### src/hdl/rotate_x_perspective_project_top_defines.svh
// Assertion macros for the rotate / project block.
// Needs clk and rst in the scope where a macro is used.
`ifndef ROTATE_X_PERSPECTIVE_PROJECT_TOP_DEFINES_SVH
`define ROTATE_X_PERSPECTIVE_PROJECT_TOP_DEFINES_SVH

// same-cycle implication
`define RXPP_ASSERT_NOW(label, cond, expr) \
  label: assert property (@(posedge clk) disable iff (rst) (cond) |-> (expr)) \
    else $error("rxpp assertion failed");

// next-cycle implication
`define RXPP_ASSERT_NEXT(label, cond, expr) \
  label: assert property (@(posedge clk) disable iff (rst) (cond) |=> (expr)) \
    else $error("rxpp assertion failed");

`endif

### src/hdl/rxpp_pkg.sv
// Shared types, register codes and width helpers for the rotate / project block.
// No dependencies.
package rxpp_pkg;

  localparam int FRAC_BITS_DEF = 14;
  localparam int QUO_W         = 18;  // 17 quotient bits plus overflow bit
  localparam int CFG_IDX_W     = 3;
  localparam int CFG_DATA_W    = 17;

  localparam logic [CFG_IDX_W-1:0] REG_COS    = 3'd0;
  localparam logic [CFG_IDX_W-1:0] REG_SIN    = 3'd1;
  localparam logic [CFG_IDX_W-1:0] REG_CAMERA = 3'd2;
  localparam logic [CFG_IDX_W-1:0] REG_FOCAL  = 3'd3;
  localparam logic [CFG_IDX_W-1:0] REG_CX     = 3'd4;
  localparam logic [CFG_IDX_W-1:0] REG_CY     = 3'd5;

  localparam logic signed [15:0] COS_RESET    = 16'sd16384;
  localparam logic signed [15:0] SIN_RESET    = 16'sd0;
  localparam logic [16:0]        CAMERA_RESET = 17'd49152;
  localparam logic [7:0]         FOCAL_RESET  = 8'd34;
  localparam logic [7:0]         CX_RESET     = 8'd64;
  localparam logic [7:0]         CY_RESET     = 8'd32;

  typedef struct packed {
    logic signed [15:0] point_x;
    logic signed [15:0] point_y;
    logic signed [15:0] point_z;
  } point_t;

  typedef struct packed {
    logic signed [15:0] screen_x;
    logic signed [15:0] screen_y;
    logic               proj_valid;
  } screen_t;

  typedef struct packed {
    logic signed [15:0] cos_angle;
    logic signed [15:0] sin_angle;
    logic [16:0]        camera_distance;
    logic [7:0]         focal_scale;
    logic [7:0]         center_x;
    logic [7:0]         center_y;
  } cfg_t;

  typedef struct packed {
    logic valid;
    logic proj_ok;
    logic neg_x;
    logic neg_y;
  } ctrl_t;

  // magnitude width of a positive depth
  function automatic int den_width(input int f);
    return ((f + 17 > 32) ? f + 17 : 32) + 1;
  endfunction

  // magnitude width of the numerators
  function automatic int num_width(input int f);
    return (f + 23 > 39) ? f + 23 : 39;
  endfunction

  function automatic int cmp_width(input int f);
    return (num_width(f) > den_width(f) + QUO_W - 1) ?
           num_width(f) : den_width(f) + QUO_W - 1;
  endfunction

endpackage

### src/hdl/rxpp_out.sv
// Truncation, center offset and saturation stage, then output register with skid word.
// Depends on rxpp_pkg.
module rxpp_out #(
  parameter int  FRAC_BITS = rxpp_pkg::FRAC_BITS_DEF,
  localparam int NUM_W     = rxpp_pkg::num_width(FRAC_BITS)
) (
  input  logic                       clk,
  input  logic                       rst,
  input  rxpp_pkg::ctrl_t            ctrl,
  input  logic [NUM_W-1:0]           rem_x,
  input  logic [NUM_W-1:0]           rem_y,
  input  logic [rxpp_pkg::QUO_W-1:0] quo_x,
  input  logic [rxpp_pkg::QUO_W-1:0] quo_y,
  input  rxpp_pkg::cfg_t             cfg,
  output logic                       en,
  output logic                       screen_valid,
  input  logic                       screen_ready,
  output rxpp_pkg::screen_t          screen
);
  import rxpp_pkg::*;

  localparam logic [15:0] SAT_MAX = 16'h7fff;
  localparam logic [15:0] SAT_MIN = 16'h8000;

  // quo holds floor(|num| / den) with the top bit flagging overflow
  function automatic logic [15:0] finish(input logic [QUO_W-1:0] quo,
                                         input logic             rem_nz,
                                         input logic             neg,
                                         input logic [7:0]       ctr);
    logic [QUO_W-2:0]        q;
    logic [QUO_W-1:0]        sum;
    logic signed [QUO_W:0]   diff;
    logic                    adj;
    logic [15:0]             res;
    q    = quo[QUO_W-2:0];
    adj  = rem_nz && (QUO_W'(ctr) > QUO_W'(q));
    sum  = QUO_W'(q) + QUO_W'(ctr);
    diff = (QUO_W+1)'(ctr) - (QUO_W+1)'(q) - (QUO_W+1)'(adj);
    if (!neg) begin
      res = (quo[QUO_W-1] || sum > QUO_W'(SAT_MAX)) ? SAT_MAX : sum[15:0];
    end else begin
      res = (quo[QUO_W-1] || diff < -32768) ? SAT_MIN : diff[15:0];
    end
    return res;
  endfunction

  logic    fin_valid, skid_full;
  screen_t fin_next, fin_word, skid_word;

  always_comb begin
    fin_next.proj_valid = ctrl.proj_ok;
    fin_next.screen_x   = '0;
    fin_next.screen_y   = '0;
    if (ctrl.proj_ok) begin
      fin_next.screen_x = finish(quo_x, |rem_x, ctrl.neg_x, cfg.center_x);
      fin_next.screen_y = finish(quo_y, |rem_y, ctrl.neg_y, cfg.center_y);
    end
  end

  assign en = !skid_full;

  always_ff @(posedge clk) begin
    if (rst) begin
      fin_valid    <= 1'b0;
      screen_valid <= 1'b0;
      skid_full    <= 1'b0;
    end else begin
      if (en) begin
        fin_valid <= ctrl.valid;
      end
      if (!screen_valid || screen_ready) begin
        if (skid_full) begin
          screen_valid <= 1'b1;
          skid_full    <= 1'b0;
        end else begin
          screen_valid <= fin_valid;
        end
      end else if (fin_valid && en) begin
        skid_full <= 1'b1;
      end
    end
  end

  always_ff @(posedge clk) begin
    if (en) begin
      fin_word <= fin_next;
    end
    if (!screen_valid || screen_ready) begin
      screen <= skid_full ? skid_word : fin_word;
    end else if (fin_valid && en) begin
      skid_word <= fin_word;
    end
  end

endmodule

### config.mk
export PLATFORM = sky130hd
export DESIGN_NAME = rxpp_out
export DESIGN_NICKNAME = d
export VERILOG_FILES = /design/src/hdl/rotate_x_perspective_project_top_defines.svh /design/src/hdl/rxpp_pkg.sv /design/src/hdl/rxpp_out.sv
export SDC_FILE = /design/constraint.sdc
export NUM_CORES = 1
export LEC_CHECK = 0
export BUFFER_PORTS_ARGS = -buffer_cell sky130_fd_sc_hd__buf_4
export CAP_MARGIN = 20
export CORE_MARGIN = 3
export CORE_UTILIZATION = 40
export CTS_CLUSTER_DIAMETER = 80
export DETAILED_ROUTE_END_ITERATION = 16
export GPL_TIMING_DRIVEN = 0
export PLACE_DENSITY_LB_ADDON = 0.08
export SYNTH_ARGS = -nofsm -noshare
export SYNTH_HDL_FRONTEND = slang
export SYNTH_SLANG_ARGS = --single-unit
### constraint.sdc
create_clock -name clk -period 12.5 [get_ports clk]
set_clock_uncertainty 0.05 [all_clocks]
set_input_delay 2.5 -clock clk [delete_from_list [all_inputs] [get_ports clk]]
set_output_delay 2.5 -clock clk [all_outputs]
set_load 0.02 [all_outputs]
# Word-level counts from Yosys, hierarchy flattened
# Index checks and enable logic that the tools add are counted.
# word_totals
register_bits,102
input_bits,194
out_inout_bits,35
word_cells,47
# op_classes
n_addsub,6
order_cmp,6
n_mux,8
bitwise,1
reduce_logical,14
# ops
op,count
$mux 16,6
$reduce_or 39->1,2
$lt 19x16->1 const B,2
$sub 18x2->19,2
$add 17x8->18,2
$gt 18x15->1 const B,2
$sub 8x17->18,2
$gt 8x17->1,2
$mux 33,1
$logic_or 1x1->1,5
$logic_and 1x1->1,3
$logic_not 1->1,2
$reduce_and 2->1,1
$reduce_or 2->1,1
$mux 1,1
$not 1->1,1

# Depth between registers and ports, before layout
# logic_depth
word_depth,7
ltp_mapped,20
ltp_nobuf,19

# Worst setup path after synthesis
# No wires, ideal clock.
# synth_timing
path_kind,in2reg
from,in cfg[8] (netlist name)
to,"reg fin_word[21] (netlist name), data pin"
setup_time_ns,0.262
arrival_time_ns,6.346
t_required_ns,12.188
path_slack_ns,5.842
stages,17
n_path_buf,0
cell_sequence,inv_1 > ha_1 > fa_1 > nand2b_1 > a211oi_2 > o211ai_1 > or3_1 > nor4_1 > ha_1 > nand3_1 > nor3_1 > nand3_1 > nor4_2 > nand3_1 > a31o_2 > a31oi_4 > nor3_1
# synth_between
elab_chain_cells,7
word_cells_on_any_way,12
cone_classes,add/sub: 3; order compare: 3; mux: 3; reduce/logical: 3
# synth_lines
item,line_no,source
"start, declared",rxpp_out.sv:14,"input rxpp_pkg::cfg_t cfg,"
$gt 8x17->1,rxpp_out.sv:36,adj = rem_nz && (QUO_W'(ctr) > QUO_W'(q));
$logic_and 1x1->1,rxpp_out.sv:36,
$sub 18x2->19,rxpp_out.sv:38,diff = (QUO_W+1)'(ctr) - (QUO_W+1)'(q) - (QUO_W+1)'(adj);
$lt 19x16->1,rxpp_out.sv:42,res = (quo[QUO_W-1] || diff < -32768) ? SAT_MIN : diff[15:0];
$logic_or 1x1->1,rxpp_out.sv:42,
$mux 16,rxpp_out.sv:42,
$mux 16 *,rxpp_out.sv:39,if (!neg) begin
"end signal, assigned",rxpp_out.sv:86,fin_word <= fin_next;
"end, declared",rxpp_out.sv:48,"screen_t fin_next, fin_word, skid_word;"
# Mark *: on every way between the ends. The rest lies on a longest branch, timed or not.
# A chain may end at the register's enable or synchronous reset.

# Final worst setup path
# layout_timing
from,in quo_x[0] (netlist name)
to,"reg fin_word[20] (netlist name), data pin"
# layout_between
elab_chain_cells,7
word_cells_on_any_way,12
cone_classes,add/sub: 3; order compare: 3; mux: 3; reduce/logical: 3
# layout_lines
item,line_no,source
"start, declared",rxpp_out.sv:12,"input logic [rxpp_pkg::QUO_W-1:0] quo_x,"
$gt 8x17->1,rxpp_out.sv:36,
$logic_and 1x1->1,rxpp_out.sv:36,
$sub 18x2->19,rxpp_out.sv:38,
$lt 19x16->1,rxpp_out.sv:42,
$logic_or 1x1->1,rxpp_out.sv:42,
$mux 16,rxpp_out.sv:42,
$mux 16 *,rxpp_out.sv:39,
# Marks and branches as above.

==> qor.yml <==
pwr:
  leakagePower_nw: 3.76
  combPwrFrac_pct: 25.4
  power_uw: 932
  p_per_area_mw_per_mm2: 99.5
  clkPwrFrac_pct: 31.0
  power_switching_uw: 253
  seq_power_share_pct: 43.6
  vdd_ir_drop_max_mv: 0.0589
  p_sw_share_pct: 27.1
  p_int_uw: 679
floorplanning:
  fp.dieW_um: 142
  coreArea_sq_mm: 0.0181
  die_y_um: 142
  die-area_sq_mm: 0.0203
  rows: 49
  io_pins: 229
  initial_core_util_pct: 41.1
timing:
  slew_viol_final: 0
  period_share_pct: 58.9
  rsz0062_at_grt: "false"
  hold_violations: 0
  setup_ws_ns: 5.14
  fin_setup_tns_ns: 0
  fmax_mhz: 136
  worst_pin_slew_ns: 0.851
  slew_headroom_pct: 43.3
  fin_crit_ns: 7.36
  finalSetupViolCount: 0
cells_and_area:
  layout_commonest_cell: "buf_4"
  num_antenna_cells: 0
  layout-drive-gt1-share_pct: 28.6
  fillers: 1636
  layout_common_cells: "buf_4 (167), edfxtp_1 (99), nor2_1 (58), nand2_1 (49), xnor2_1 (40)"
  fin_nets: 1150
  areaGrowthSynthToFinish_pct: 25.6
  regArea_sq_mm: 0.00303
  multi_input_area_sq_mm: 0.00416
worst_setup_path:
  worstSetupStartpointType: "input pin"
  crit_type: "in2reg"
  worst_r2r_path_depth: 5
  r2r_start: "skid_full"
  required_ns: 12.52
  reg2reg_to: "skid_word[14]"
  crit_arrival_ns: 7.38
  cp-end-kind: "flop"
  ff2ff_setup_slack_ns: 10.03
  crit_fanout: 6
routing:
  wl_met2_um: 8070
  routedWlPerCell_um: 16.5
  wl_met1_um: 9450
  drc: 0
  dr.pass1.iters: 5
  drt-initial-drc-count: 427
  drt-total-wl_um: 19000
  vias: 6223
  vias_per_cell: 5.41
  top_layer: "met4"
  wl_met3_um: 1230
  ant_nets: 0
logic_synthesis:
  yosysUniqueCellTypes: 85
  synth_warnings: 0
  ys.flop_type: "edfxtp_1"
  synth_area_per_cell_sq_um: 10.1
  syn_area_sq_mm: 0.00745
  syn-num-nets: 970
  synth_seq_cells: 102
  syn_inst: 736
  yosys.area.top_type: "edfxtp_1"
  seq_area_frac_synth_pct: 40.7
  async_reset_ff_share_pct: 0
  synth_top_area_share_pct: 39.9
  synth_edf_count: 99
  synthTopCellsByArea: "edfxtp_1 (40%), ha_1 (6.0%), mux2_2 (5.0%)"
min_path:
  hold_class: "reg2reg"
  min_to: "skid_word[6]"
  holdPathStages: 0
  hp-start: "fin_word[6]"
outcome:
  status: "complete, no violations"
job:
  drv_cap: 0
cts:
  clock_sinks: 102
  cts-root-buf: "clkbuf_16"
  cts-resized-gates: 0
  clk_path_buf_depth: 2
  cts_tree: "done"
  cts_made_buffers: 9
  clock_latency_ns: 0.33
  htree_num_levels: 3
  post_cts_buffers: 0
  clk_pin_slew_ns: 0.06
  ctsHoldBuffers: 0
placement:
  port_buffers: 165
  dp_slack_ns: 4.76
  dp_hpwl_um: 15900
  place.gp.congestion: 0.881
global_routing:
  grt_pass1_wl_um: 30600
  first_global_vias: 6122
  grt_max_degree: 37
  track_usage_pct: 18.5
  overflow: 0
  antenna_found_initial: 0
[worst max-delay path, stage by stage]
cell	delay [ns]
buf_4	0.12
ha_1	0.22
fa_1	0.44
nand2b_1	0.20
a211oi_2	0.38
o211ai_1	0.26
or3_1	0.45
nor4_1	0.44
ha_1	0.26
nand3_1	0.12
nor3_1	0.45
nand3_1	0.15
nor4_2	0.44
nand3_1	0.21
a31o_2	0.36
nand3_1	0.21
o21ai_0	0.14
[metal layers]
metal / vias up / track usage (%)
met3: 15 / 2.59
met4: 0 / 4.30
met5: - / 0
met2: 230 / 27.6
li1: 3149 / -
met1: 2829 / 28.2
[area by class of cell]
| type | count | share of cell area, % |
|---|---|---|
| Multi-Input combinational cell | 568 | 44.4 |
| Sequential cell | 102 | 32.4 |
| Timing Repair Buffer | 169 | 13.8 |
| Tap cell | 229 | 3.06 |
| Clock buffer | 9 | 2.41 |
| Inverter | 37 | 1.48 |
| Buffer | 29 | 1.40 |
| Clock inverter | 7 | 1.04 |
[sequential cells by signal, indices dropped and copies added, names as in the netlist]
register	count
fin_valid	1
screen_valid	1
skid_word	33
fin_word	33
screen	33
skid_full	1
[worst max path at each step]
| stage | startpoint | to | cells after the start | slack, ns |
|---|---|---|---|---|
| global placement | screen_ready | skid_word[3] | 3 | 4.66 |
| detailed placement | quo_x[0] | fin_word[25] | 17 | 4.76 |
| global route | quo_x[0] | fin_word[20] | 17 | 4.67 |
| CTS | quo_x[0] | fin_word[25] | 17 | 5.12 |
| floorplan | cfg[8] | fin_word[21] | 17 | 5.84 |
| finish | quo_x[0] | fin_word[20] | 17 | 5.14 |
[stage by stage]
step | cells | utilization [%] | area (sq um) | hold WS [ns]
4_1_cts | 1150 | 51.6 | 9360 | 0.408
2_1_floorplan | 736 | - | 7450 | 0.372
3_3_place_gp | 1130 | 49.5 | 8980 | 0.384
5_1_grt | 1150 | 51.6 | 9360 | 0.420
3_5_place_dp | 1134 | 49.8 | 9040 | 0.389
6_report | 1150 | 51.6 | 9360 | 0.402
[cells by family after synthesis]
group | Yosys count | synth area share (%)
compound gates | 173 | 17.4
fa+ha+maj | 40 | 7.12
simple gates | 262 | 19.1
mux | 36 | 5.39
flops | 102 | 40.7
xor+xnor | 57 | 6.70
buf+inv | 66 | 3.63
[cells in the mapped netlist (18+ instances only)]
| master | n |
|---|---|
| a21oi_1 | 29 |
| clkbuf_1 | 20 |
| edfxtp_1 | 99 |
| ha_1 | 36 |
| inv_1 | 36 |
| mux2_2 | 33 |
| nand2_1 | 49 |
| nand3_1 | 18 |
| nor2_1 | 58 |
| nor3_1 | 25 |
| nor4_1 | 24 |
| o21ai_0 | 26 |
| xnor2_1 | 40 |
[power by group through the flow]
stage	sequential [mW]	clock (mW)	combinational, mW
final	0.406	0.289	0.237
after global routing	0.408	0.312	0.260
after CTS	0.406	0.298	0.236
after detailed placement	0.414	0	0.235
after global placement	0.413	0	0.232
after floorplan	0.426	0	0.129
Power figures use the tool's default switching activity.
