### src/hdl/rotate_x_perspective_project_top_defines.svh
// Assertion macros for the rotate / project block.
// Needs clk and rst in the scope where a macro is used.
`ifndef ROTATE_X_PERSPECTIVE_PROJECT_TOP_DEFINES_SVH
`define ROTATE_X_PERSPECTIVE_PROJECT_TOP_DEFINES_SVH

// same-cycle implication
`define RXPP_ASSERT_NOW(label, cond, expr) \
  label: assert property (@(posedge clk) disable iff (rst) (cond) |-> (expr)) \
    else $error("rxpp assertion failed");

// next-cycle implication
`define RXPP_ASSERT_NEXT(label, cond, expr) \
  label: assert property (@(posedge clk) disable iff (rst) (cond) |=> (expr)) \
    else $error("rxpp assertion failed");

`endif

### src/hdl/rxpp_pkg.sv
// Shared types, register codes and width helpers for the rotate / project block.
// No dependencies.
package rxpp_pkg;

  localparam int FRAC_BITS_DEF = 14;
  localparam int QUO_W         = 18;  // 17 quotient bits plus overflow bit
  localparam int CFG_IDX_W     = 3;
  localparam int CFG_DATA_W    = 17;

  localparam logic [CFG_IDX_W-1:0] REG_COS    = 3'd0;
  localparam logic [CFG_IDX_W-1:0] REG_SIN    = 3'd1;
  localparam logic [CFG_IDX_W-1:0] REG_CAMERA = 3'd2;
  localparam logic [CFG_IDX_W-1:0] REG_FOCAL  = 3'd3;
  localparam logic [CFG_IDX_W-1:0] REG_CX     = 3'd4;
  localparam logic [CFG_IDX_W-1:0] REG_CY     = 3'd5;

  localparam logic signed [15:0] COS_RESET    = 16'sd16384;
  localparam logic signed [15:0] SIN_RESET    = 16'sd0;
  localparam logic [16:0]        CAMERA_RESET = 17'd49152;
  localparam logic [7:0]         FOCAL_RESET  = 8'd34;
  localparam logic [7:0]         CX_RESET     = 8'd64;
  localparam logic [7:0]         CY_RESET     = 8'd32;

  typedef struct packed {
    logic signed [15:0] point_x;
    logic signed [15:0] point_y;
    logic signed [15:0] point_z;
  } point_t;

  typedef struct packed {
    logic signed [15:0] screen_x;
    logic signed [15:0] screen_y;
    logic               proj_valid;
  } screen_t;

  typedef struct packed {
    logic signed [15:0] cos_angle;
    logic signed [15:0] sin_angle;
    logic [16:0]        camera_distance;
    logic [7:0]         focal_scale;
    logic [7:0]         center_x;
    logic [7:0]         center_y;
  } cfg_t;

  typedef struct packed {
    logic valid;
    logic proj_ok;
    logic neg_x;
    logic neg_y;
  } ctrl_t;

  // magnitude width of a positive depth
  function automatic int den_width(input int f);
    return ((f + 17 > 32) ? f + 17 : 32) + 1;
  endfunction

  // magnitude width of the numerators
  function automatic int num_width(input int f);
    return (f + 23 > 39) ? f + 23 : 39;
  endfunction

  function automatic int cmp_width(input int f);
    return (num_width(f) > den_width(f) + QUO_W - 1) ?
           num_width(f) : den_width(f) + QUO_W - 1;
  endfunction

endpackage

### src/hdl/rxpp_rotate.sv
// Front end: X-axis rotation, depth, numerators and their magnitudes (4 stages).
// Depends on rxpp_pkg.
module rxpp_rotate #(
  parameter int  FRAC_BITS = rxpp_pkg::FRAC_BITS_DEF,
  localparam int DEN_W     = rxpp_pkg::den_width(FRAC_BITS),
  localparam int NUM_W     = rxpp_pkg::num_width(FRAC_BITS)
) (
  input  logic              clk,
  input  logic              rst,
  input  logic              en,
  input  logic              take,
  input  rxpp_pkg::point_t  point,
  input  rxpp_pkg::cfg_t    cfg,
  output rxpp_pkg::ctrl_t   ctrl,
  output logic [DEN_W-1:0]  den,
  output logic [NUM_W-1:0]  mag_x,
  output logic [NUM_W-1:0]  mag_y
);
  import rxpp_pkg::*;

  localparam int DEPTH_W = DEN_W + 1;
  localparam int XF_W    = 24;  // |x * f| < 2^23
  localparam int NY_W    = 40;  // |y1 * f| < 2^39

  logic                 v1, v2, v3, v4;
  logic signed [31:0]   ycos, zsin, ysin, zcos;
  logic signed [24:0]   xf_full;
  logic [XF_W-1:0]      xf1, xf2, xf3;
  logic [32:0]          y1, z1;
  logic [DEPTH_W-1:0]   depth;
  logic signed [41:0]   ny_full;
  logic [NY_W-1:0]      ny;
  logic [XF_W-1:0]      xf_neg;
  logic [NY_W-1:0]      ny_neg;
  logic [XF_W-2:0]      x_abs;
  logic [NY_W-2:0]      y_abs;
  logic                 ok4, nx4, ny4;

  assign xf_full = point.point_x * $signed({1'b0, cfg.focal_scale});
  assign ny_full = $signed(y1) * $signed({1'b0, cfg.focal_scale});
  assign xf_neg  = -xf3;
  assign ny_neg  = -ny;
  assign x_abs   = xf3[XF_W-1] ? xf_neg[XF_W-2:0] : xf3[XF_W-2:0];
  assign y_abs   = ny[NY_W-1] ? ny_neg[NY_W-2:0] : ny[NY_W-2:0];

  always_ff @(posedge clk) begin
    if (rst) begin
      v1 <= 1'b0;
      v2 <= 1'b0;
      v3 <= 1'b0;
      v4 <= 1'b0;
    end else if (en) begin
      v1 <= take;
      v2 <= v1;
      v3 <= v2;
      v4 <= v3;
    end
  end

  always_ff @(posedge clk) begin
    if (en) begin
      ycos  <= point.point_y * cfg.cos_angle;
      zsin  <= point.point_z * cfg.sin_angle;
      ysin  <= point.point_y * cfg.sin_angle;
      zcos  <= point.point_z * cfg.cos_angle;
      xf1   <= xf_full[XF_W-1:0];
      y1    <= {ycos[31], ycos} - {zsin[31], zsin};
      z1    <= {ysin[31], ysin} + {zcos[31], zcos};
      xf2   <= xf1;
      depth <= DEPTH_W'($signed(z1))
             + DEPTH_W'({cfg.camera_distance, {FRAC_BITS{1'b0}}});
      ny    <= ny_full[NY_W-1:0];
      xf3   <= xf2;
      den   <= depth[DEN_W-1:0];
      ok4   <= !depth[DEPTH_W-1] && (|depth);
      nx4   <= xf3[XF_W-1];
      ny4   <= ny[NY_W-1];
      mag_x <= NUM_W'(x_abs) << FRAC_BITS;
      mag_y <= NUM_W'(y_abs);
    end
  end

  assign ctrl = '{valid: v4, proj_ok: ok4, neg_x: nx4, neg_y: ny4};

endmodule

### config.mk
export PLATFORM = sky130hd
export DESIGN_NAME = rxpp_rotate
export DESIGN_NICKNAME = d
export VERILOG_FILES = /design/src/hdl/rotate_x_perspective_project_top_defines.svh /design/src/hdl/rxpp_pkg.sv /design/src/hdl/rxpp_rotate.sv
export SDC_FILE = /design/constraint.sdc
export NUM_CORES = 2
export LEC_CHECK = 0
export BUFFER_PORTS_ARGS = -buffer_cell sky130_fd_sc_hd__buf_2
export CAP_MARGIN = 20
export CORE_MARGIN = 5
export CORE_UTILIZATION = 65
export CTS_BUF_LIST = sky130_fd_sc_hd__clkbuf_16
export DETAILED_ROUTE_END_ITERATION = 10
export PLACE_DENSITY = 0.9
export SLEW_MARGIN = 10
export SYNTH_ARGS = -nofsm -noshare
export SYNTH_HDL_FRONTEND = slang
export SYNTH_SLANG_ARGS = --single-unit
export TNS_END_PERCENT = 1
### constraint.sdc
create_clock -name clk -period 21.5 [get_ports clk]
set_input_delay 2.15 -clock clk [delete_from_list [all_inputs] [get_ports clk]]
set_output_delay 2.15 -clock clk [all_outputs]
set_load 0.05 [all_outputs]
# ---- Word level (Yosys, flattened, before mapping)
# Index checks and enable logic that the tools add are counted.
dict set report totals {
  ff_bits 442
  inputBits 125
  output_inout_bits 115
  word_cells 37
}
dict set report classes {
  addsub 5
  multipliers 6
  muxes 2
  reduce_logical 3
}
# cell n
set op_table {}
lappend op_table {{16-bit by 16-bit multiplier with 32-bit output} 4}
lappend op_table {{33-bit by 9-bit multiplier with 40-bit output} 1}
lappend op_table {{39-bit two-way mux} 1}
lappend op_table {{39-bit negator} 1}
lappend op_table {{33-bit by 32-bit adder with 34-bit output} 1}
lappend op_table {{34-bit OR reduction} 1}
lappend op_table {{32-bit by 32-bit adder with 33-bit output} 1}
lappend op_table {{32-bit by 32-bit subtractor with 33-bit output} 1}
lappend op_table {{16-bit by 9-bit multiplier with 24-bit output} 1}
lappend op_table {{23-bit two-way mux} 1}
lappend op_table {{23-bit negator} 1}
lappend op_table {{1-bit logical AND} 1}
lappend op_table {{1-bit zero test} 1}

# ---- Logic depth before layout (Yosys ltp)
dict set report depth {
  depth_word 2
  mapped_depth 25
  depth_no_buf 23
}

# ---- Worst setup path before layout
# Ideal clock, no wire load.
dict set report synth_timing {
  path_type {in2reg}
  start {in point[31] (netlist bit)}
  end {reg ysin[31], data pin}
  setup_ps 260
  arrival_time_ps 8173
  required_ps 21240
  setup_slack_ps 13067
  cell_stages 22
  path_buffers 1
  cell_sequence {clkbuf_1 > nand2_1 > inv_1 > fa_1 > fa_1 > fa_1 > fa_1 > fa_1 > inv_1 > fa_1 > inv_1 > ha_1 > a21o_1 > a21o_1 > a21o_1 > a221o_1 > a211oi_1 > a21oi_1 > a2111oi_0 > o31ai_1 > a21oi_1 > xnor2_1}
}
dict set report synth_between {
  elab_chain_cells 1
}
# element line_no
set synth_lines {}
lappend synth_lines {{start: declaration} rxpp_rotate.sv:12} ;# input rxpp_pkg::point_t point,
lappend synth_lines {{16-bit by 16-bit multiplier with 32-bit output} rxpp_rotate.sv:64} ;# ysin <= point.point_y * cfg.sin_angle;
lappend synth_lines {{end signal: assignment} rxpp_rotate.sv:64}
lappend synth_lines {{end: declaration} rxpp_rotate.sv:26} ;# logic signed [31:0] ycos, zsin, ysin, zcos;
# Every way passes these cells.
# A chain may end at the register's enable or synchronous reset.

# ---- Worst setup path in the final report
dict set report layout_timing {
  start {in cfg[56] (netlist bit)}
  end {reg ysin[31], data pin}
}
dict set report layout_between {
  elab_chain_cells 1
}
# element line_no
set layout_lines {}
lappend layout_lines {{start: declaration} rxpp_rotate.sv:13} ;# input rxpp_pkg::cfg_t cfg,
lappend layout_lines {{16-bit by 16-bit multiplier with 32-bit output} rxpp_rotate.sv:64}
# Every way passes these cells.

==> reports/results.env <==
MAX_FREQ_MHz=109
TRITONCTS_CLOCK_TREE='done'
BUFFER_PORTS.INSERTED=207
MULTIINPUTGATEAREA_UM2=50500
CTS_RESIZED=0
KIND_OF_PATH_BEHIND_THE_TIGHTEST_HOLD_CHECK='reg2reg'
FINAL.SETUP.TNS_NS=0
CRITPATHARRIVALTIME_NS=9.52
SYNTH.MUX.AREA_FRACTION_PCT=0.0708
SYNTH_SIMPLE_GATE_AREA_SHARE_PCT=13.6
IO_PINS=240
SYNTH.YOSYS.SEQ_AREA_SHARE_PCT=18.7
GRT_FIRST_PASS_WIRELENGTH_UM=269000
POST_SYNTH_XOR_AREA_FRACTION_PCT=4.08
SYN-INSTANCE-COUNT=7050
SYNTH_CELL_TYPE_COUNT=66
CLK_PIN_SLEW_NS=0.06
POST-DP-HPWL_UM=121000
DIE_WIDTH_UM=340
OUTCOME='finished clean'
SLEW_VIOLATIONS=0
POST_ROUTE_CELLS_DRIVE_ABOVE_1_SHARE_PCT=4.72
SYNTHADDERAREAFRAC_PCT=47.7
FP-ROW-COUNT=121
UTILIZATION_AFTER_LAYOUT_PCT=68.6
LAYOUT.AREA.SEQ_UM2=13200
R2R_SETUP_SLACK_NS=15.61
CAP_VIOL_MAX_COUNT=0
CTS_HOLD_BUF=0
MAX_SLEW_MARGIN_PCT=17.5
TIMING.HOLD.WORST.START='xf2[14]'
STARTPOINT_OF_THE_WORST_REGISTER_TO_REGISTER_PATH='y1[9]'
INITIAL_UTILIZATION_PCT=65.2
CLOCK_ROOT_BUFFER='clkbuf_16'
POST_DRT_WL_PER_CELL_UM=18.8
HOLD_PATH_DEPTH=0
SETUP-VIOLATIONS-FINAL=0
TIMING_WORST_SLEW_PIN_VALUE_NS=1.23
NFILLCELLS=7247
SYNTH-WARNING-COUNT=0
DETAIL_ROUTE.VIAS_PER_CELL=5.81
POST-SYNTH-TOP-AREA-FRACTION_PCT=38.2
SYNTH_COMPOUND_AREA_SHARE_PCT=5.85
WORSTSKEWPAIRLATENCY_NS=0.63
WORST-ENDPOINT-REQUIRED_NS=21.86
POSTSYNTH.TOPFLOPCELL='edfxtp_1'
FLOORPLAN.DIE_AREA_UM2=115000
CTS_POST_SETUP_BUFFERS_INSERTED=0
ROUTE.ANTENNA.REMAINING_NETS=0
DRT_PASS1_ITERATIONS=6
WORST_SETUP_PATH_END_KIND='flip-flop'
LARGEST_NET_DEGREE_AT_THE_START_OF_GLOBAL_ROUTING=145
WORSTSETUPPATHTYPE='in2reg'
DP_CELLS=8434
GRT.OVERFLOW.TOTAL=0
GLOBALROUTETOTALUTIL_PCT=28.5
CTS_BUFFERS=50
SYNTH-SEQ-CELLS=442
SHARE_OF_ASYNC_SETTABLE_OR_ASYNC_RESETTABLE_FLOPS_AFTER_SYNTHESIS_PCT=0
POST_SYNTH.CELL_AREA_AVG_UM2=10.0
ROUTED-VIA-COUNT=49700
WORSTPATHMAXFANOUT=14
CTS_HTREE_LEVELS=2
WORSTHOLDENDPOINT='xf3[14]'
REMAINING_DRC_ERRORS=0
FIRST_GLOBAL_VIAS=55300
FIN_WORST_SKEW_NS=0.0520
FINALCRITPERIODSHARE_PCT=42.6
SYN2LAYOUT_AREA_GROWTH_PCT=5.15
DRT_FIRST_ITER_VIOLATIONS=4282
MAIN_COMBINATIONAL_CELL_FAMILY_BY_AREA_AFTER_SYNTHESIS='adder cells'
ROUTED_WIRELENGTH_UM=161000
DIE-HEIGHT_UM=340
RSZ0062_AT_GRT='no'
START_KIND='primary input'
SYNTH.TOP_CELLS.BY_AREA='fa_1 (38%), edfxtp_1 (19%), ha_1 (9.5%)'
SYN-CELL-AREA_UM2=70700
MAX_BUFFERS_ROOT_TO_SINK=3
CRITICAL_PATH.STARTPOINT='cfg[56]'
NUMBER_OF_FLOPS_MAPPED_TO_ENABLE_CELLS_BY_YOSYS=438
YOSYS-TOP-CELLS-COUNT='inv_1 (1,592), fa_1 (1,350), and2_1 (761)'
REGISTER_TO_REGISTER_PATH_DEPTH=19
FINAL_PERIOD_MINUS_WORST_SETUP_SLACK_NS=9.15
FINISH.CELL_COUNT_WITHOUT_FILLERS=8547
CORE_UM2=108000
ROUTABILITYCONGESTION=0.913
CLOCK-SINKS=442
FINALNETCOUNT=9086
SYNTH.MOST_COMMON_CELL='inv_1'
SYNTH.LARGEST_AREA_CELL='fa_1'
WORST_R2R_ENDPOINT='ny[39]'
FINALHOLDVIOLCOUNT=0
GRT_ANTENNA_BEFORE_REPAIR=35
## worst max-delay path, stage by stage
cell and delay [ns]:
buf_2 0.23, inv_1 0.59, buf_4 0.36, nor2_1 0.10, fa_1 0.53, fa_1 0.44, fa_1 0.53, fa_1 0.43
fa_1 0.49, inv_1 0.05, fa_1 0.48, inv_1 0.04, ha_1 0.36, a21o_1 0.20, a21o_1 0.17, a21o_1 0.17
a221o_1 0.39, a211oi_1 0.47, nand3_1 0.23, a2111oi_0 0.66, o31ai_1 0.15, a21oi_1 0.19, xnor2_1 0.09
## how the worst max path moves through the flow
stage | end | slack, ns | depth (start not counted)
after floorplan | ysin[31] | 13.07 | 22
after global placement | ysin[30] | 12.16 | 22
final | ysin[31] | 12.35 | 23
after global routing | ysin[31] | 12.04 | 21
after detailed placement | ysin[30] | 11.79 | 22
after CTS | ysin[30] | 12.42 | 22
## state kept, by name (all words and copies together) (netlist names)
signal / cells
ny: 40
mag_y: 39
depth: 34
den: 33
y1: 33
z1: 33
ycos: 32
ysin: 32
zcos: 32
zsin: 32
xf1: 24
xf2: 24
xf3: 24
mag_x: 23
nx4: 1
ny4: 1
ok4: 1
v1: 1
v2: 1
v3: 1
v4: 1
## placed cells by master, fill, tap and decap left out, types with 17 or more instances in the layout
cell type	count
o21bai_1	42
diode_2	19
nand2b_1	39
inv_1	1597
o21a_1	38
nand2_1	700
buf_2	206
xor2_1	58
a21oi_1	176
a211oi_1	21
clkbuf_16	50
ha_1	537
edfxtp_1	438
nor3_1	45
nand3_1	48
nor2_1	183
o211ai_1	17
fa_1	1350
and3_1	24
nor2b_1	26
o31ai_1	29
xnor2_1	271
o21ai_0	115
and2_1	761
a21o_1	74
## kinds of logic after synthesis
kind of cell	after synthesis
AO/OA/AOI/OAI	630
XOR/XNOR	329
adder cells (fa/ha/maj)	1887
buffers and inverters	1858
flip-flops	442
multiplexers	5
other	1
AND/OR/NAND/NOR	1898
## stage by stage
stage,cell area [µm²],setup WS [ns],hold slack [ns]
2_1_floorplan,70800,13.07,0.400
3_3_place_gp,72600,12.16,0.401
3_5_place_dp,72600,11.79,0.405
4_1_cts,74300,12.42,0.377
5_1_grt,74300,12.04,0.405
6_report,74400,12.35,0.390
## routing by layer
metal	share of wire [%]	up-vias	GRT usage, %
met2	48	2622	47.3
met1	37	24900	36.3
met3	9.9	578	5.82
met5	0.061	-	0
met4	5.3	16	13.4
li1	-	21600	-
## area by class of cell
type	instances	share of cell area [%]
Multi-Input combinational cell	4765	67.9
Sequential cell	442	17.8
Inverter	1592	8.04
Tap cell	1414	2.38
Clock buffer	50	1.68
Timing Repair Buffer	223	1.64
Clock inverter	42	0.505
Antenna cell	19	0.0639
Power is left out: the tool's default activity adds up to more than one toggle a clock period on the data nets, which glitch-free logic cannot reach.
