===== config.mk =====
export PLATFORM = sky130hd
export DESIGN_NAME = rxpp_div_cell
export DESIGN_NICKNAME = d
export VERILOG_FILES = /design/src/hdl/rotate_x_perspective_project_top_defines.svh /design/src/hdl/rxpp_pkg.sv /design/src/hdl/rxpp_div_cell.sv
export SDC_FILE = /design/constraint.sdc
export NUM_CORES = 1
export LEC_CHECK = 0
export ABC_CLOCK_PERIOD_IN_PS = 3700
export BUFFER_PORTS_ARGS = -buffer_cell sky130_fd_sc_hd__buf_2
export CAP_MARGIN = 25
export CELL_PAD_IN_SITES_DETAIL_PLACEMENT = 0
export CELL_PAD_IN_SITES_GLOBAL_PLACEMENT = 1
export CORE_AREA = 2 2 174 176
export CTS_BUF_LIST = sky130_fd_sc_hd__clkbuf_16
export CTS_CLUSTER_DIAMETER = 30
export DETAILED_ROUTE_END_ITERATION = 8
export DIE_AREA = 0 0 176 178
export GPL_TIMING_DRIVEN = 1
export PLACE_DENSITY_LB_ADDON = 0.12
export SYNTH_ARGS = -nofsm -noshare
export SYNTH_HDL_FRONTEND = slang
export SYNTH_SLANG_ARGS = --single-unit

===== constraint.sdc =====
create_clock -name clk -period 3.7 [get_ports clk]
set_input_delay 0.37 -clock clk [delete_from_list [all_inputs] [get_ports clk]]
set_output_delay 0.37 -clock clk [all_outputs]
set_load 0.05 [all_outputs]

===== src/hdl/rotate_x_perspective_project_top_defines.svh =====
// Assertion macros for the rotate / project block.
// Needs clk and rst in the scope where a macro is used.
`ifndef ROTATE_X_PERSPECTIVE_PROJECT_TOP_DEFINES_SVH
`define ROTATE_X_PERSPECTIVE_PROJECT_TOP_DEFINES_SVH

// same-cycle implication
`define RXPP_ASSERT_NOW(label, cond, expr) \
  label: assert property (@(posedge clk) disable iff (rst) (cond) |-> (expr)) \
    else $error("rxpp assertion failed");

// next-cycle implication
`define RXPP_ASSERT_NEXT(label, cond, expr) \
  label: assert property (@(posedge clk) disable iff (rst) (cond) |=> (expr)) \
    else $error("rxpp assertion failed");

`endif


===== src/hdl/rxpp_pkg.sv =====
// Shared types, register codes and width helpers for the rotate / project block.
// No dependencies.
package rxpp_pkg;

  localparam int FRAC_BITS_DEF = 14;
  localparam int QUO_W         = 18;  // 17 quotient bits plus overflow bit
  localparam int CFG_IDX_W     = 3;
  localparam int CFG_DATA_W    = 17;

  localparam logic [CFG_IDX_W-1:0] REG_COS    = 3'd0;
  localparam logic [CFG_IDX_W-1:0] REG_SIN    = 3'd1;
  localparam logic [CFG_IDX_W-1:0] REG_CAMERA = 3'd2;
  localparam logic [CFG_IDX_W-1:0] REG_FOCAL  = 3'd3;
  localparam logic [CFG_IDX_W-1:0] REG_CX     = 3'd4;
  localparam logic [CFG_IDX_W-1:0] REG_CY     = 3'd5;

  localparam logic signed [15:0] COS_RESET    = 16'sd16384;
  localparam logic signed [15:0] SIN_RESET    = 16'sd0;
  localparam logic [16:0]        CAMERA_RESET = 17'd49152;
  localparam logic [7:0]         FOCAL_RESET  = 8'd34;
  localparam logic [7:0]         CX_RESET     = 8'd64;
  localparam logic [7:0]         CY_RESET     = 8'd32;

  typedef struct packed {
    logic signed [15:0] point_x;
    logic signed [15:0] point_y;
    logic signed [15:0] point_z;
  } point_t;

  typedef struct packed {
    logic signed [15:0] screen_x;
    logic signed [15:0] screen_y;
    logic               proj_valid;
  } screen_t;

  typedef struct packed {
    logic signed [15:0] cos_angle;
    logic signed [15:0] sin_angle;
    logic [16:0]        camera_distance;
    logic [7:0]         focal_scale;
    logic [7:0]         center_x;
    logic [7:0]         center_y;
  } cfg_t;

  typedef struct packed {
    logic valid;
    logic proj_ok;
    logic neg_x;
    logic neg_y;
  } ctrl_t;

  // magnitude width of a positive depth
  function automatic int den_width(input int f);
    return ((f + 17 > 32) ? f + 17 : 32) + 1;
  endfunction

  // magnitude width of the numerators
  function automatic int num_width(input int f);
    return (f + 23 > 39) ? f + 23 : 39;
  endfunction

  function automatic int cmp_width(input int f);
    return (num_width(f) > den_width(f) + QUO_W - 1) ?
           num_width(f) : den_width(f) + QUO_W - 1;
  endfunction

endpackage


===== src/hdl/rxpp_div_cell.sv =====
// One restoring-division cell: one quotient bit for both x and y numerators.
// Depends on rxpp_pkg.
module rxpp_div_cell #(
  parameter int  FRAC_BITS = rxpp_pkg::FRAC_BITS_DEF,
  parameter int  STEP      = rxpp_pkg::QUO_W - 1,
  localparam int DEN_W     = rxpp_pkg::den_width(FRAC_BITS),
  localparam int NUM_W     = rxpp_pkg::num_width(FRAC_BITS)
) (
  input  logic                       clk,
  input  logic                       rst,
  input  logic                       en,
  input  rxpp_pkg::ctrl_t            ctrl_in,
  input  logic [DEN_W-1:0]           den_in,
  input  logic [NUM_W-1:0]           rem_x_in,
  input  logic [NUM_W-1:0]           rem_y_in,
  input  logic [rxpp_pkg::QUO_W-1:0] quo_x_in,
  input  logic [rxpp_pkg::QUO_W-1:0] quo_y_in,
  output rxpp_pkg::ctrl_t            ctrl_out,
  output logic [DEN_W-1:0]           den_out,
  output logic [NUM_W-1:0]           rem_x_out,
  output logic [NUM_W-1:0]           rem_y_out,
  output logic [rxpp_pkg::QUO_W-1:0] quo_x_out,
  output logic [rxpp_pkg::QUO_W-1:0] quo_y_out
);
  import rxpp_pkg::*;

  localparam int CMP_W = cmp_width(FRAC_BITS);

  logic [CMP_W-1:0] sub_den, diff_x, diff_y;
  logic             fit_x, fit_y;
  logic             valid;
  ctrl_t            ctrl_q;

  assign sub_den = CMP_W'(den_in) << STEP;
  assign diff_x  = CMP_W'(rem_x_in) - sub_den;
  assign diff_y  = CMP_W'(rem_y_in) - sub_den;
  assign fit_x   = CMP_W'(rem_x_in) >= sub_den;
  assign fit_y   = CMP_W'(rem_y_in) >= sub_den;

  always_ff @(posedge clk) begin
    if (rst) begin
      valid <= 1'b0;
    end else if (en) begin
      valid <= ctrl_in.valid;
    end
  end

  always_ff @(posedge clk) begin
    if (en) begin
      ctrl_q    <= ctrl_in;
      den_out   <= den_in;
      rem_x_out <= fit_x ? diff_x[NUM_W-1:0] : rem_x_in;
      rem_y_out <= fit_y ? diff_y[NUM_W-1:0] : rem_y_in;
      quo_x_out <= {quo_x_in[QUO_W-2:0], fit_x};
      quo_y_out <= {quo_y_in[QUO_W-2:0], fit_y};
    end
  end

  always_comb begin
    ctrl_out       = ctrl_q;
    ctrl_out.valid = valid;
  end

endmodule


Word level (Yosys, flattened, before mapping). Cells that the tools add are included.

Input bits: 154. Logic and storage cells: 15. Register bits: 151. Output and inout bits: 151.

Add/subtract/negate cells: 2. $lt $le $gt $ge: 2. Muxes and demuxes: 2.

Operators by type and width (count): >= comparator 39 x 50 -> 1 bit (2); two-way mux 39 bit (2); subtractor 39 bit (2).

Depth between registers and ports, before layout. Gate-level depths: netlist of run 1.

Depth after elaboration: 2. Depth in mapped cells: 13. Gate-level depth less buffers: 11.

Worst setup path after synthesis of run 1. Ideal clock, no wire load.

Path type: input -> register. From: in den_in[11]. To: reg rem_y_out[30], data pin. Path buffers: 2. Required time: 3438 ps. Setup slack: 899 ps. Arrival: 2538 ps. Stages: 12. Setup time: 262 ps. Cells stage by stage: inv_1 > ha_1 > buf_4 > a21oi_2 > nand2_1 > a221o_1 > a21o_1 > a31o_1 > o211ai_2 > a21o_4 > buf_12 > mux2_1.

Longest elaborated chain between the ends: 2. Elaborated cells on any way between the ends: 3. Those cells by class: 1 x add/sub; 1 x order compare; 1 x mux.

Ends and longest elaborated chain: start: declaration (RTL line rxpp_div_cell.sv:13) `input logic [DEN_W-1:0] den_in,`; >= comparator 39 x 50 -> 1 bit or subtractor 39 bit (tied branches) (RTL line rxpp_div_cell.sv:38, rxpp_div_cell.sv:36); two-way mux 39 bit * (RTL line rxpp_div_cell.sv:53) `rem_y_out <= fit_y ? diff_y[NUM_W-1:0] : rem_y_in;`; end signal: assignment (RTL line rxpp_div_cell.sv:53); end: declaration (RTL line rxpp_div_cell.sv:21) `output logic [NUM_W-1:0] rem_y_out,`.

Mark *: on every way between the ends. The rest lies on a longest branch, timed or not. A chain may end at the register's enable or synchronous reset.

Worst setup path after layout of run 1.
From: in den_in[11]. To: reg rem_y_out[20], data pin.

Longest elaborated chain between the ends: 2.

Ends and longest elaborated chain: >= comparator 39 x 50 -> 1 bit (RTL line rxpp_div_cell.sv:38) `assign fit_y = CMP_W'(rem_y_in) >= sub_den;`; two-way mux 39 bit (RTL line rxpp_div_cell.sv:53).

No other way between the ends.

==> out/results.ini, run 1 <==
[clock_network]
clkLatencyLatePin_ns=0.43
cts_root_buffer=clkbuf_16
htreeDepth=4
cts_hold_buf=0
cts.clk_slew.worst_paths_ns=0.07
tritoncts=built
cts_buffers=17
postCtsSetupBuffers=0
clock_sinks=151
cts_resized=0
cts_buffer_depth=2

[place]
numPortBuffers=302
gp_congestion=0.767
dpl_worst_slack_ns=0.294
dp_cells=1270
place_hpwl_um=19000

[detailed_routing]
vias=5841
ant_nets=0
routed_wl_um=23900
dr.pass1.iters=4
drcViolationCount=0
routedWlPerCell_um=18.4
drt-initial-drc-count=283
vias_per_cell=4.48

[cells_and_area]
syn_to_final_growth_pct=33.4
utilization=0.343
regArea_um2=4520
nNetsFinal=1099
stdcell_count=1303
nFillCells=2994
multi_input_area_um2=2820
drive_above_1_share=0.393

[sta]
hold-worst-slack_ns=0.0878
finalCriticalPeriod_ns=2.87
post-route-period-util=0.775
fin_tns_setup_ns=0
worstMarginPinSlew_ns=0.731
setup_violations=0
fin_ws_ns=0.832
relSlewSlack=0.513
fin_skew_ns=0
finalMaxSlewViolations=0
hold_viol=0
rsz0062_at_grt=false
fmax_mhz=349

[floorplan]
start_util=0.257
die-width_um=176
dieArea_um2=31300
rows=63
io_pins=305
core_um2=29400
die_h_um=178

[logic_synthesis]
synth-edff-count=150
yosys.area.top_type=edfxtp_1
yosysMostFrequentCell=edfxtp_1
ys_seq_elements=151
synth_area_per_cell_um2=12.9
syn_area_um2=7570
yosys.area.top_type_share=0.595
yosysWarnings=0
synth_common_cells=edfxtp_1, nand2_1, ha_1
ys_seq_area_frac=0.598
synth_cell_types=60
syn_inst=587
synthFlopType=edfxtp_1
synthArstFlopShare=0
syn_nets=787
synth_area_leaders=edfxtp_1, ha_1, a21oi_1, nand2_1, xnor2_1

[pwr]
p_per_area_nw_per_um2=496
irDropWorstVdd_mv=0.227
p_leak_nw=4.43

[worst_setup_path]
rr_startpoint=valid
critPathMaxFanout=22
rrSetupSlack_ns=3.12
critPathKind=input port to flop
cp.arrival_ns=3.05
ff2ff_path_depth=2
worstPathRequired_ns=3.88
start_kind=input port
crit_path_end_kind=flop
rr_endpoint=valid

[global_routing]
grt_pass1_wl_um=34800
grt_start_max_net_pins=71
grt_overflow_total=0
grtUsageTotal=0.151
grt_pass1_vias=5891
antenna_found_initial=7

[run]
maxCapViolCount=0

[min_path]
whs_endpoint=valid
holdCritStartpoint=rst
hp-class=input port to flop
hold_depth=2

[status]
run_status=completed

-- routing by layer --
metal  up-vias  routed length (um)  track usage
met5         -                  71            0
met4        10                 286       0.0451
met3        26                1810       0.0420
met2       209               11500        0.259
met1      2739               10300        0.186
li1       2857                   -            -
-- flip-flops by register name, summed over array words and instances (netlist names) --
register   flops
ctrl_out       3
den_out       33
quo_x_out     18
quo_y_out     18
rem_x_out     39
rem_y_out     39
valid          1
-- area by class of cell --
class,instances,share of cell area
Clock buffer,17,0.0421
Multi-Input combinational cell,391,0.279
Tap cell,390,0.0483
Inverter,29,0.0108
Clock inverter,15,0.0141
Timing Repair Buffer,309,0.157
Sequential cell,151,0.448
Antenna cell,1,0.000248
-- worst max path at each step --
stage                           from            end  slack [ns]  cells past startpoint
after floorplan           den_in[11]  rem_y_out[30]        0.90                     12
after detailed placement  den_in[10]  rem_y_out[35]        0.29                     10
after global routing       den_in[2]  rem_y_out[35]        0.69                     12
after global placement    den_in[10]  rem_y_out[35]        0.32                     10
after CTS                 den_in[10]  rem_y_out[32]        0.77                     10
final                     den_in[11]  rem_y_out[20]        0.83                     11
-- critical path, stage by stage --
cell,delay [ns]
buf_2,0.10
inv_1,0.08
ha_1,0.43
a21oi_2,0.21
nand2_1,0.07
a221o_1,0.34
a21o_1,0.20
a31o_1,0.25
o211ai_2,0.21
a21o_4,0.38
mux2_2,0.38
-- power breakdown --
part,total (mW),switching [mW],internal (mW)
combinational,1.21,0.869,0.343
clock,1.73,0.788,0.944
sequential,2.06,0.0312,2.03
-- cell families after synthesis --
| kind of cell | Yosys count | share of synthesized area |
|---|---|---|
| xor+xnor | 34 | 0.0394 |
| mux | 22 | 0.0367 |
| fa+ha+maj | 46 | 0.0781 |
| simple gates | 141 | 0.0913 |
| flops | 151 | 0.598 |
| buf+inv | 45 | 0.0294 |
| compound gates | 148 | 0.127 |
-- placed cells by master (no fill, tap or decap), types with 10 or more instances in the layout --
| cell | count |
|---|---|
| nor4_1 | 10 |
| edfxtp_1 | 150 |
| o21ai_0 | 25 |
| nor2_1 | 29 |
| ha_1 | 44 |
| xor2_1 | 16 |
| clkbuf_16 | 17 |
| buf_2 | 301 |
| nand2_1 | 45 |
| o21ai_1 | 21 |
| inv_1 | 29 |
| a21o_1 | 17 |
| a21oi_1 | 34 |
| xnor2_1 | 18 |
| nand3_1 | 13 |
-- per-stage QoR --
stage	area (um2)	total power [mW]
CTS	10100	5.09
global placement	9520	3.33
finish	10100	5.00
detailed placement	9520	3.32
floorplan	7570	2.94
global route	10100	5.24
Note: power is estimated with default switching activity, not from simulation.
==> run 2: changes to the inputs <==
--- a/config.mk
+++ b/config.mk
@@ -5,16 +5,17 @@
 export SDC_FILE = /design/constraint.sdc
 export NUM_CORES = 1
 export LEC_CHECK = 0
-export ABC_CLOCK_PERIOD_IN_PS = 3700
+export ABC_AREA = 1
+export ABC_CLOCK_PERIOD_IN_PS = 2400
 export BUFFER_PORTS_ARGS = -buffer_cell sky130_fd_sc_hd__buf_2
 export CAP_MARGIN = 25
 export CELL_PAD_IN_SITES_DETAIL_PLACEMENT = 0
 export CELL_PAD_IN_SITES_GLOBAL_PLACEMENT = 1
-export CORE_AREA = 2 2 174 176
+export CORE_AREA = 2 2 187 189
 export CTS_BUF_LIST = sky130_fd_sc_hd__clkbuf_16
 export CTS_CLUSTER_DIAMETER = 30
 export DETAILED_ROUTE_END_ITERATION = 8
-export DIE_AREA = 0 0 176 178
+export DIE_AREA = 0 0 189 191
 export GPL_TIMING_DRIVEN = 1
 export PLACE_DENSITY_LB_ADDON = 0.12
 export SYNTH_ARGS = -nofsm -noshare
==> constraint.sdc (replaced) <==
create_clock -name clk -period 2.4 [get_ports clk]
set_input_delay 0.24 -clock clk [delete_from_list [all_inputs] [get_ports clk]]
set_output_delay 0.24 -clock clk [all_outputs]
set_load 0.05 [all_outputs]
==> run 2 against run 1 <==
Against the previous run:
- clock skew is the same
- utilization grew 5.8 points
- first-iteration DRC count grew 19%
- die area grew 15%
- non-clock buffer count grew 182
- hold slack lost 0.073 ns
- clock-buffer cell count is the same
- synthesized cell count grew 75%
- critical path depth grew 6
- area after synthesis grew 16%
- critical endpoint is now rem_x_out[20]
- largest cell class unchanged
- highest routed layer is now met4
==> out/results.ini, run 2 <==
[detailed_routing]
vias=8242  ; was 5,841
routed_wl_um=31600  ; was 23,900 um
dr.pass1.iters=5  ; was 4
vias_per_cell=4.13  ; was 4.48
ant_nets=0  ; unchanged
routedWlPerCell_um=15.8  ; was 18.4 um
drcViolationCount=0  ; unchanged
drt-initial-drc-count=337  ; was 283

[floorplan]
rows=68  ; was 63
die-width_um=189  ; was 176 um
start_util=0.258  ; was 0.257
dieArea_um2=36100  ; was 31,300 um2
die_h_um=191  ; was 178 um
core_um2=34100  ; was 29,400 um2
io_pins=305  ; unchanged

[global_routing]
grt_overflow_total=0  ; unchanged
grtUsageTotal=0.171  ; was 0.151
grt_start_max_net_pins=40  ; was 71
antenna_found_initial=3  ; was 7
grt_pass1_vias=8246  ; was 5,891
grt_pass1_wl_um=46300  ; was 34,800 um

[logic_synthesis]
synthFlopType=edfxtp_1  ; unchanged
syn_nets=1228  ; was 787
synth_common_cells=nand2_1, inv_1, edfxtp_1  ; was edfxtp_1, nand2_1, ha_1
yosys.area.top_type=edfxtp_1  ; unchanged
ys_seq_elements=151  ; unchanged
synth_area_leaders=edfxtp_1, nand2_1, inv_1, ha_1, nand3_1  ; was edfxtp_1, ha_1, a21oi_1, nand2_1, xnor2_1
yosysWarnings=0  ; unchanged
synth-edff-count=150  ; unchanged
syn_area_um2=8800  ; was 7570 um2
synthArstFlopShare=0  ; unchanged
yosysMostFrequentCell=nand2_1  ; was edfxtp_1
synth_area_per_cell_um2=8.56  ; was 12.9 um2
syn_inst=1028  ; was 587
ys_seq_area_frac=0.514  ; was 0.598
yosys.area.top_type_share=0.512  ; was 0.595
synth_cell_types=33  ; was 60

[status]
run_status=completed  ; unchanged

[cells_and_area]
drive_above_1_share=0.346  ; was 0.393
fin_area_um2=13700  ; was 10,100 um2
utilization=0.401  ; was 0.343
largestRegisters=rem_x_out x39, rem_y_out x39, den_out x33  ; unchanged
stdcell_count=1998  ; was 1,303
most-common-layout-cells=nand2_1, buf_2, inv_1, edfxtp_1, dlygate4sd3_1  ; was buf_2, edfxtp_1, nand2_1, ha_1, a21oi_1
nNetsFinal=1727  ; was 1,099
final_common_cell=nand2_1  ; was buf_2
syn_to_final_growth_pct=55.5  ; was 33.4%

[sta]
fin_skew_ns=0  ; unchanged
relSlewSlack=0.687  ; was 0.513
post-route-period-util=0.952
fin_tns_setup_ns=0  ; unchanged
fin_ws_ns=0.115  ; was 0.832 ns
hold_viol=0  ; unchanged
finalMaxSlewViolations=0  ; unchanged
fmax_mhz=438
setup_violations=0  ; unchanged
finalCriticalPeriod_ns=2.29
worstMarginPinSlew_ns=0.469  ; was 0.731 ns

[pwr]
p_per_area_nw_per_um2=614  ; was 496 nW/um2
p_leak_nw=6.71  ; was 4.43 nW
irDropWorstVdd_mv=0.475  ; was 0.227 mV

[clock_network]
clkLatencyLatePin_ns=0.43  ; about the same
cts_buffers=17  ; unchanged
clock_sinks=151  ; unchanged
cts.clk_slew.worst_paths_ns=0.07  ; about the same
htreeDepth=4  ; unchanged
cts_buffer_depth=2  ; unchanged
tritoncts=built  ; unchanged
cts_root_buffer=clkbuf_16  ; unchanged

[place]
gp_congestion=0.826  ; was 0.767
dpl_worst_slack_ns=0.00886  ; was 0.294 ns
dp_cells=1862  ; was 1,270
place_hpwl_um=24900  ; was 19,000 um
placed_area_um2=11600  ; was 9520 um2
numPortBuffers=302  ; unchanged

[worst_setup_path]
crit_path_end_kind=flop  ; unchanged
critPathKind=input port to flop  ; unchanged
critPathMaxFanout=8  ; was 22
start_kind=input port  ; unchanged
cp.arrival_ns=2.48  ; was 3.05 ns
worstPathRequired_ns=2.60  ; was 3.88 ns

[min_path]
hp-class=input port to flop  ; unchanged

[run]
maxCapViolCount=0  ; unchanged

-- run 2: changes by cell type after synthesis, moves of 16 or more --
cell,change
a21o_1,-16
inv_1,+149
nand2_1,+311
nand3_1,+56
nand3b_1,+18
nor2_1,+44
o21ai_0,-24
o21ai_1,-18
-- run 2: power by group --
| part | total (mW) | switching (mW) | internal [mW] |
|---|---|---|---|
| Clock | 2.78 | 1.36 | 1.41 |
| Sequential | 3.17 | 0.0436 | 3.12 |
| Combinational | 2.46 | 1.64 | 0.822 |
-- run 2: worst max-delay path: stages --
cell	delay, ns
dlygate4sd3_1	0.53
buf_2	0.13
inv_1	0.08
buf_12	0.13
ha_4	0.20
nand2_2	0.09
inv_2	0.06
a21oi_4	0.13
inv_2	0.05
a21oi_2	0.16
nand2_2	0.09
nand2_4	0.08
nand2_4	0.09
buf_12	0.14
clkbuf_16	0.15
nand2_1	0.07
nand2_1	0.05
-- run 2: logic make-up (layout without fill, tap and decap cells) --
| family | Yosys count | in the layout | share of synthesized area |
|---|---|---|---|
| buf+inv | 196 | 707 | 0.0894 |
| other cells | 0 | 3 | 0 |
| fa+ha+maj | 46 | 46 | 0.0671 |
| compound gates | 41 | 41 | 0.0256 |
| mux | 1 | 1 | 0.00114 |
| simple gates | 570 | 571 | 0.280 |
| flops | 151 | 151 | 0.514 |
| xor+xnor | 23 | 23 | 0.0229 |
-- run 2: area by class of cell --
cell class | instances | area, um2
Timing Repair Buffer | 491 | 3360
Inverter | 184 | 709
Clock inverter | 15 | 179
Multi-Input combinational cell | 682 | 3910
Fill cell | 3553 | 20400
Antenna cell | 3 | 7.51
Clock buffer | 17 | 425
Sequential cell | 151 | 4520
Tap cell | 455 | 569
-- run 2: worst paths after layout --
path | end | slack (ns) | from | depth (start not counted)
hold / removal | den_out[20] | 0.02 | den_in[20] | 1
setup / recovery | rem_x_out[20] | 0.11 | den_in[11] | 17
hold reg to reg | valid | 0.51 | valid | 2
setup reg to reg | valid | 1.80 | valid | 2
-- run 2: what timing repair did --
item,in CTS,in global routing
hold endpoints to repair,92,0
setup buffers,0,9
endpoints found under the setup margin,0,45
hold buffers,92,0
resized for setup,0,92
-- run 2: metal layers --
metal / track usage / vias up / share of wire
li1: - / 4289 / -
met1: 0.209 / 3768 / 0.45
met2: 0.311 / 160 / 0.50
met3: 0.0253 / 25 / 0.035
met4: 0.0490 / 0 / 0.014
met5: 0 / - / 0
-- run 2: metrics by stage --
stage	hold WS, ns	total power [mW]
finish	0.0153	8.40
global route	0.0000241	8.78
CTS	0.00000802	8.38
detailed placement	0.400	5.45
global placement	0.401	5.45
floorplan	0.312	4.64
==> run 3: changes to the inputs <==
--- a/config.mk
+++ b/config.mk
@@ -6,7 +6,7 @@
 export NUM_CORES = 1
 export LEC_CHECK = 0
 export ABC_AREA = 1
-export ABC_CLOCK_PERIOD_IN_PS = 2400
+export ABC_CLOCK_PERIOD_IN_PS = 2800
 export BUFFER_PORTS_ARGS = -buffer_cell sky130_fd_sc_hd__buf_2
 export CAP_MARGIN = 25
 export CELL_PAD_IN_SITES_DETAIL_PLACEMENT = 0
==> constraint.sdc (replaced) <==
create_clock -name clk -period 2.8 [get_ports clk]
set_input_delay 0.28 -clock clk [delete_from_list [all_inputs] [get_ports clk]]
set_output_delay 0.28 -clock clk [all_outputs]
set_load 0.05 [all_outputs]
==> run 3 against run 2 <==
Against the previous run:
- non-clock buffer count fell by 124
- highest routed layer unchanged
- sequential share of layout area rose by 4.5 points
- total power fell by 17%
==> out/results.ini, run 3 (synthesized netlist as in run 2, its figures left out) <==
[status]
run_status=completed  ; unchanged

[cells_and_area]
most-common-layout-cells=nand2_1, buf_2, inv_1, edfxtp_1, nor2_1  ; was nand2_1, buf_2, inv_1, edfxtp_1, dlygate4sd3_1
final_common_cell=nand2_1  ; unchanged
nFillCells=3645  ; was 3,553
stdcell_count=1872  ; was 1,998
multi_input_area_um2=3490  ; was 3910 um2
largestRegisters=rem_x_out x39, rem_y_out x39, den_out x33  ; unchanged
nNetsFinal=1602  ; was 1,727
regArea_um2=4520  ; unchanged
drive_above_1_share=0.274  ; was 0.346
fin_area_um2=12000  ; was 13,700 um2
syn_to_final_growth_pct=36.9  ; was 55.5%

[global_routing]
grtUsageTotal=0.169  ; was 0.171
grt_pass1_wl_um=45200  ; was 46,300 um
antenna_found_initial=2  ; was 3
grt_start_max_net_pins=60  ; was 40
grt_overflow_total=0  ; unchanged
grt_pass1_vias=8008  ; was 8,246

[clock_network]
cts_buffers=17  ; unchanged
cts.clk_slew.worst_paths_ns=0.07  ; about the same
clkLatencyLatePin_ns=0.44  ; was 0.43 ns
cts_buffer_depth=2  ; unchanged
cts_root_buffer=clkbuf_16  ; unchanged
htreeDepth=4  ; unchanged
tritoncts=built  ; unchanged
clock_sinks=151  ; unchanged

[worst_setup_path]
cp.arrival_ns=2.73  ; was 2.48 ns
critPathKind=input port to flop  ; unchanged
critPathMaxFanout=14  ; was 8
start_kind=input port  ; unchanged
crit_path_end_kind=flop  ; unchanged
worstPathRequired_ns=3.00  ; was 2.60 ns

[floorplan]
core_um2=34100  ; unchanged
rows=68  ; unchanged
die-width_um=189  ; unchanged
io_pins=305  ; unchanged
start_util=0.258  ; unchanged
dieArea_um2=36100  ; unchanged
die_h_um=191  ; unchanged

[detailed_routing]
drcViolationCount=0  ; unchanged
routedWlPerCell_um=16.1  ; was 15.8 um
dr.pass1.iters=4  ; was 5
vias_per_cell=4.13  ; about the same
ant_nets=0  ; unchanged
vias=7730  ; was 8,242
routed_wl_um=30100  ; was 31,600 um
drt-initial-drc-count=344  ; was 337

[pwr]
p_leak_nw=6.03  ; was 6.71 nW
power.switching_mw=2.45  ; was 3.05 mW
p_clk_frac=0.353  ; was 0.330
total_power_mw=7.00  ; was 8.40 mW
p_per_area_nw_per_um2=581  ; was 614 nW/um2
switching_share=0.351  ; was 0.362
combinationalPowerShare=0.259  ; was 0.293
p_int_mw=4.55  ; was 5.36 mW
irDropWorstVdd_mv=0.412  ; was 0.475 mV
pwr-share-seq=0.388  ; was 0.377

[sta]
relSlewSlack=0.562  ; was 0.687
finalMaxSlewViolations=0  ; unchanged
fmax_mhz=395
fin_skew_ns=0  ; unchanged
setup_violations=0  ; unchanged
rsz0062_at_grt=false
fin_tns_setup_ns=0  ; unchanged
post-route-period-util=0.905
finalCriticalPeriod_ns=2.53
hold_viol=0  ; unchanged
hold-worst-slack_ns=0.0311  ; was 0.0153 ns
worstMarginPinSlew_ns=0.657  ; was 0.469 ns

[place]
gp_congestion=0.784  ; was 0.826
dp_cells=1788  ; was 1,862
place_hpwl_um=24400  ; was 24,900 um
placed_area_um2=10900  ; was 11,600 um2
numPortBuffers=302  ; unchanged

[min_path]
hp-class=input port to flop  ; unchanged

[run]
maxCapViolCount=0  ; unchanged

## run 3: final timing paths
path           startpoint       endpoint  cells after the start  slack, ns
max             den_in[5]  rem_y_out[21]                     14       0.27
min          rem_y_in[16]  rem_y_out[16]                      1       0.03
max reg2reg         valid          valid                      2       2.22
min reg2reg         valid          valid                      2       0.50
## run 3: layout make-up
class                           count  share of cell area
Sequential cell                   151               0.376
Timing Repair Buffer              367               0.179
Tap cell                          455              0.0473
Clock buffer                       17              0.0353
Antenna cell                        2            0.000415
Clock inverter                     15              0.0156
Multi-Input combinational cell    681               0.290
Inverter                          184              0.0573
## run 3: power by group through the flow
stage / registers (mW) / logic [mW] / clock network, mW
after global routing: 2.73 / 1.97 / 2.65
after floorplan: 3.40 / 0.578 / 0
after detailed placement: 2.77 / 1.77 / 0
after global placement: 2.77 / 1.77 / 0
final: 2.72 / 1.81 / 2.47
after CTS: 2.72 / 1.83 / 2.55
## run 3: metal layers
metal,up-vias,global-route usage,routed length (um)
li1,4034,-,-
met1,3506,0.201,13100
met2,161,0.307,15300
met3,29,0.0318,1080
met4,0,0.0556,620
met5,-,0,0
## run 3: timing repair
item,in CTS,in global routing
hold endpoints to repair,49,1
resized for setup,0,0
hold buffers,49,1
setup buffers,0,0
## run 3: worst max-delay path, stage by stage
cell and delay, ns:
dlygate4sd3_1 0.54, buf_2 0.11, inv_1 0.11, ha_1 0.39, nand2_1 0.12, nor2_2 0.19, nand3_1 0.15, nand3_2 0.13
nand2_2 0.07, nand2_2 0.09, nand2_4 0.16, buf_4 0.24, nand3_1 0.08, nand2_1 0.07
## run 3: through the flow
stage          utilization  setup WS, ns
2_1_floorplan            -         0.780
3_3_place_gp         0.320         0.243
3_5_place_dp         0.320         0.247
4_1_cts              0.353         0.208
5_1_grt              0.353        0.0239
6_report             0.353         0.266
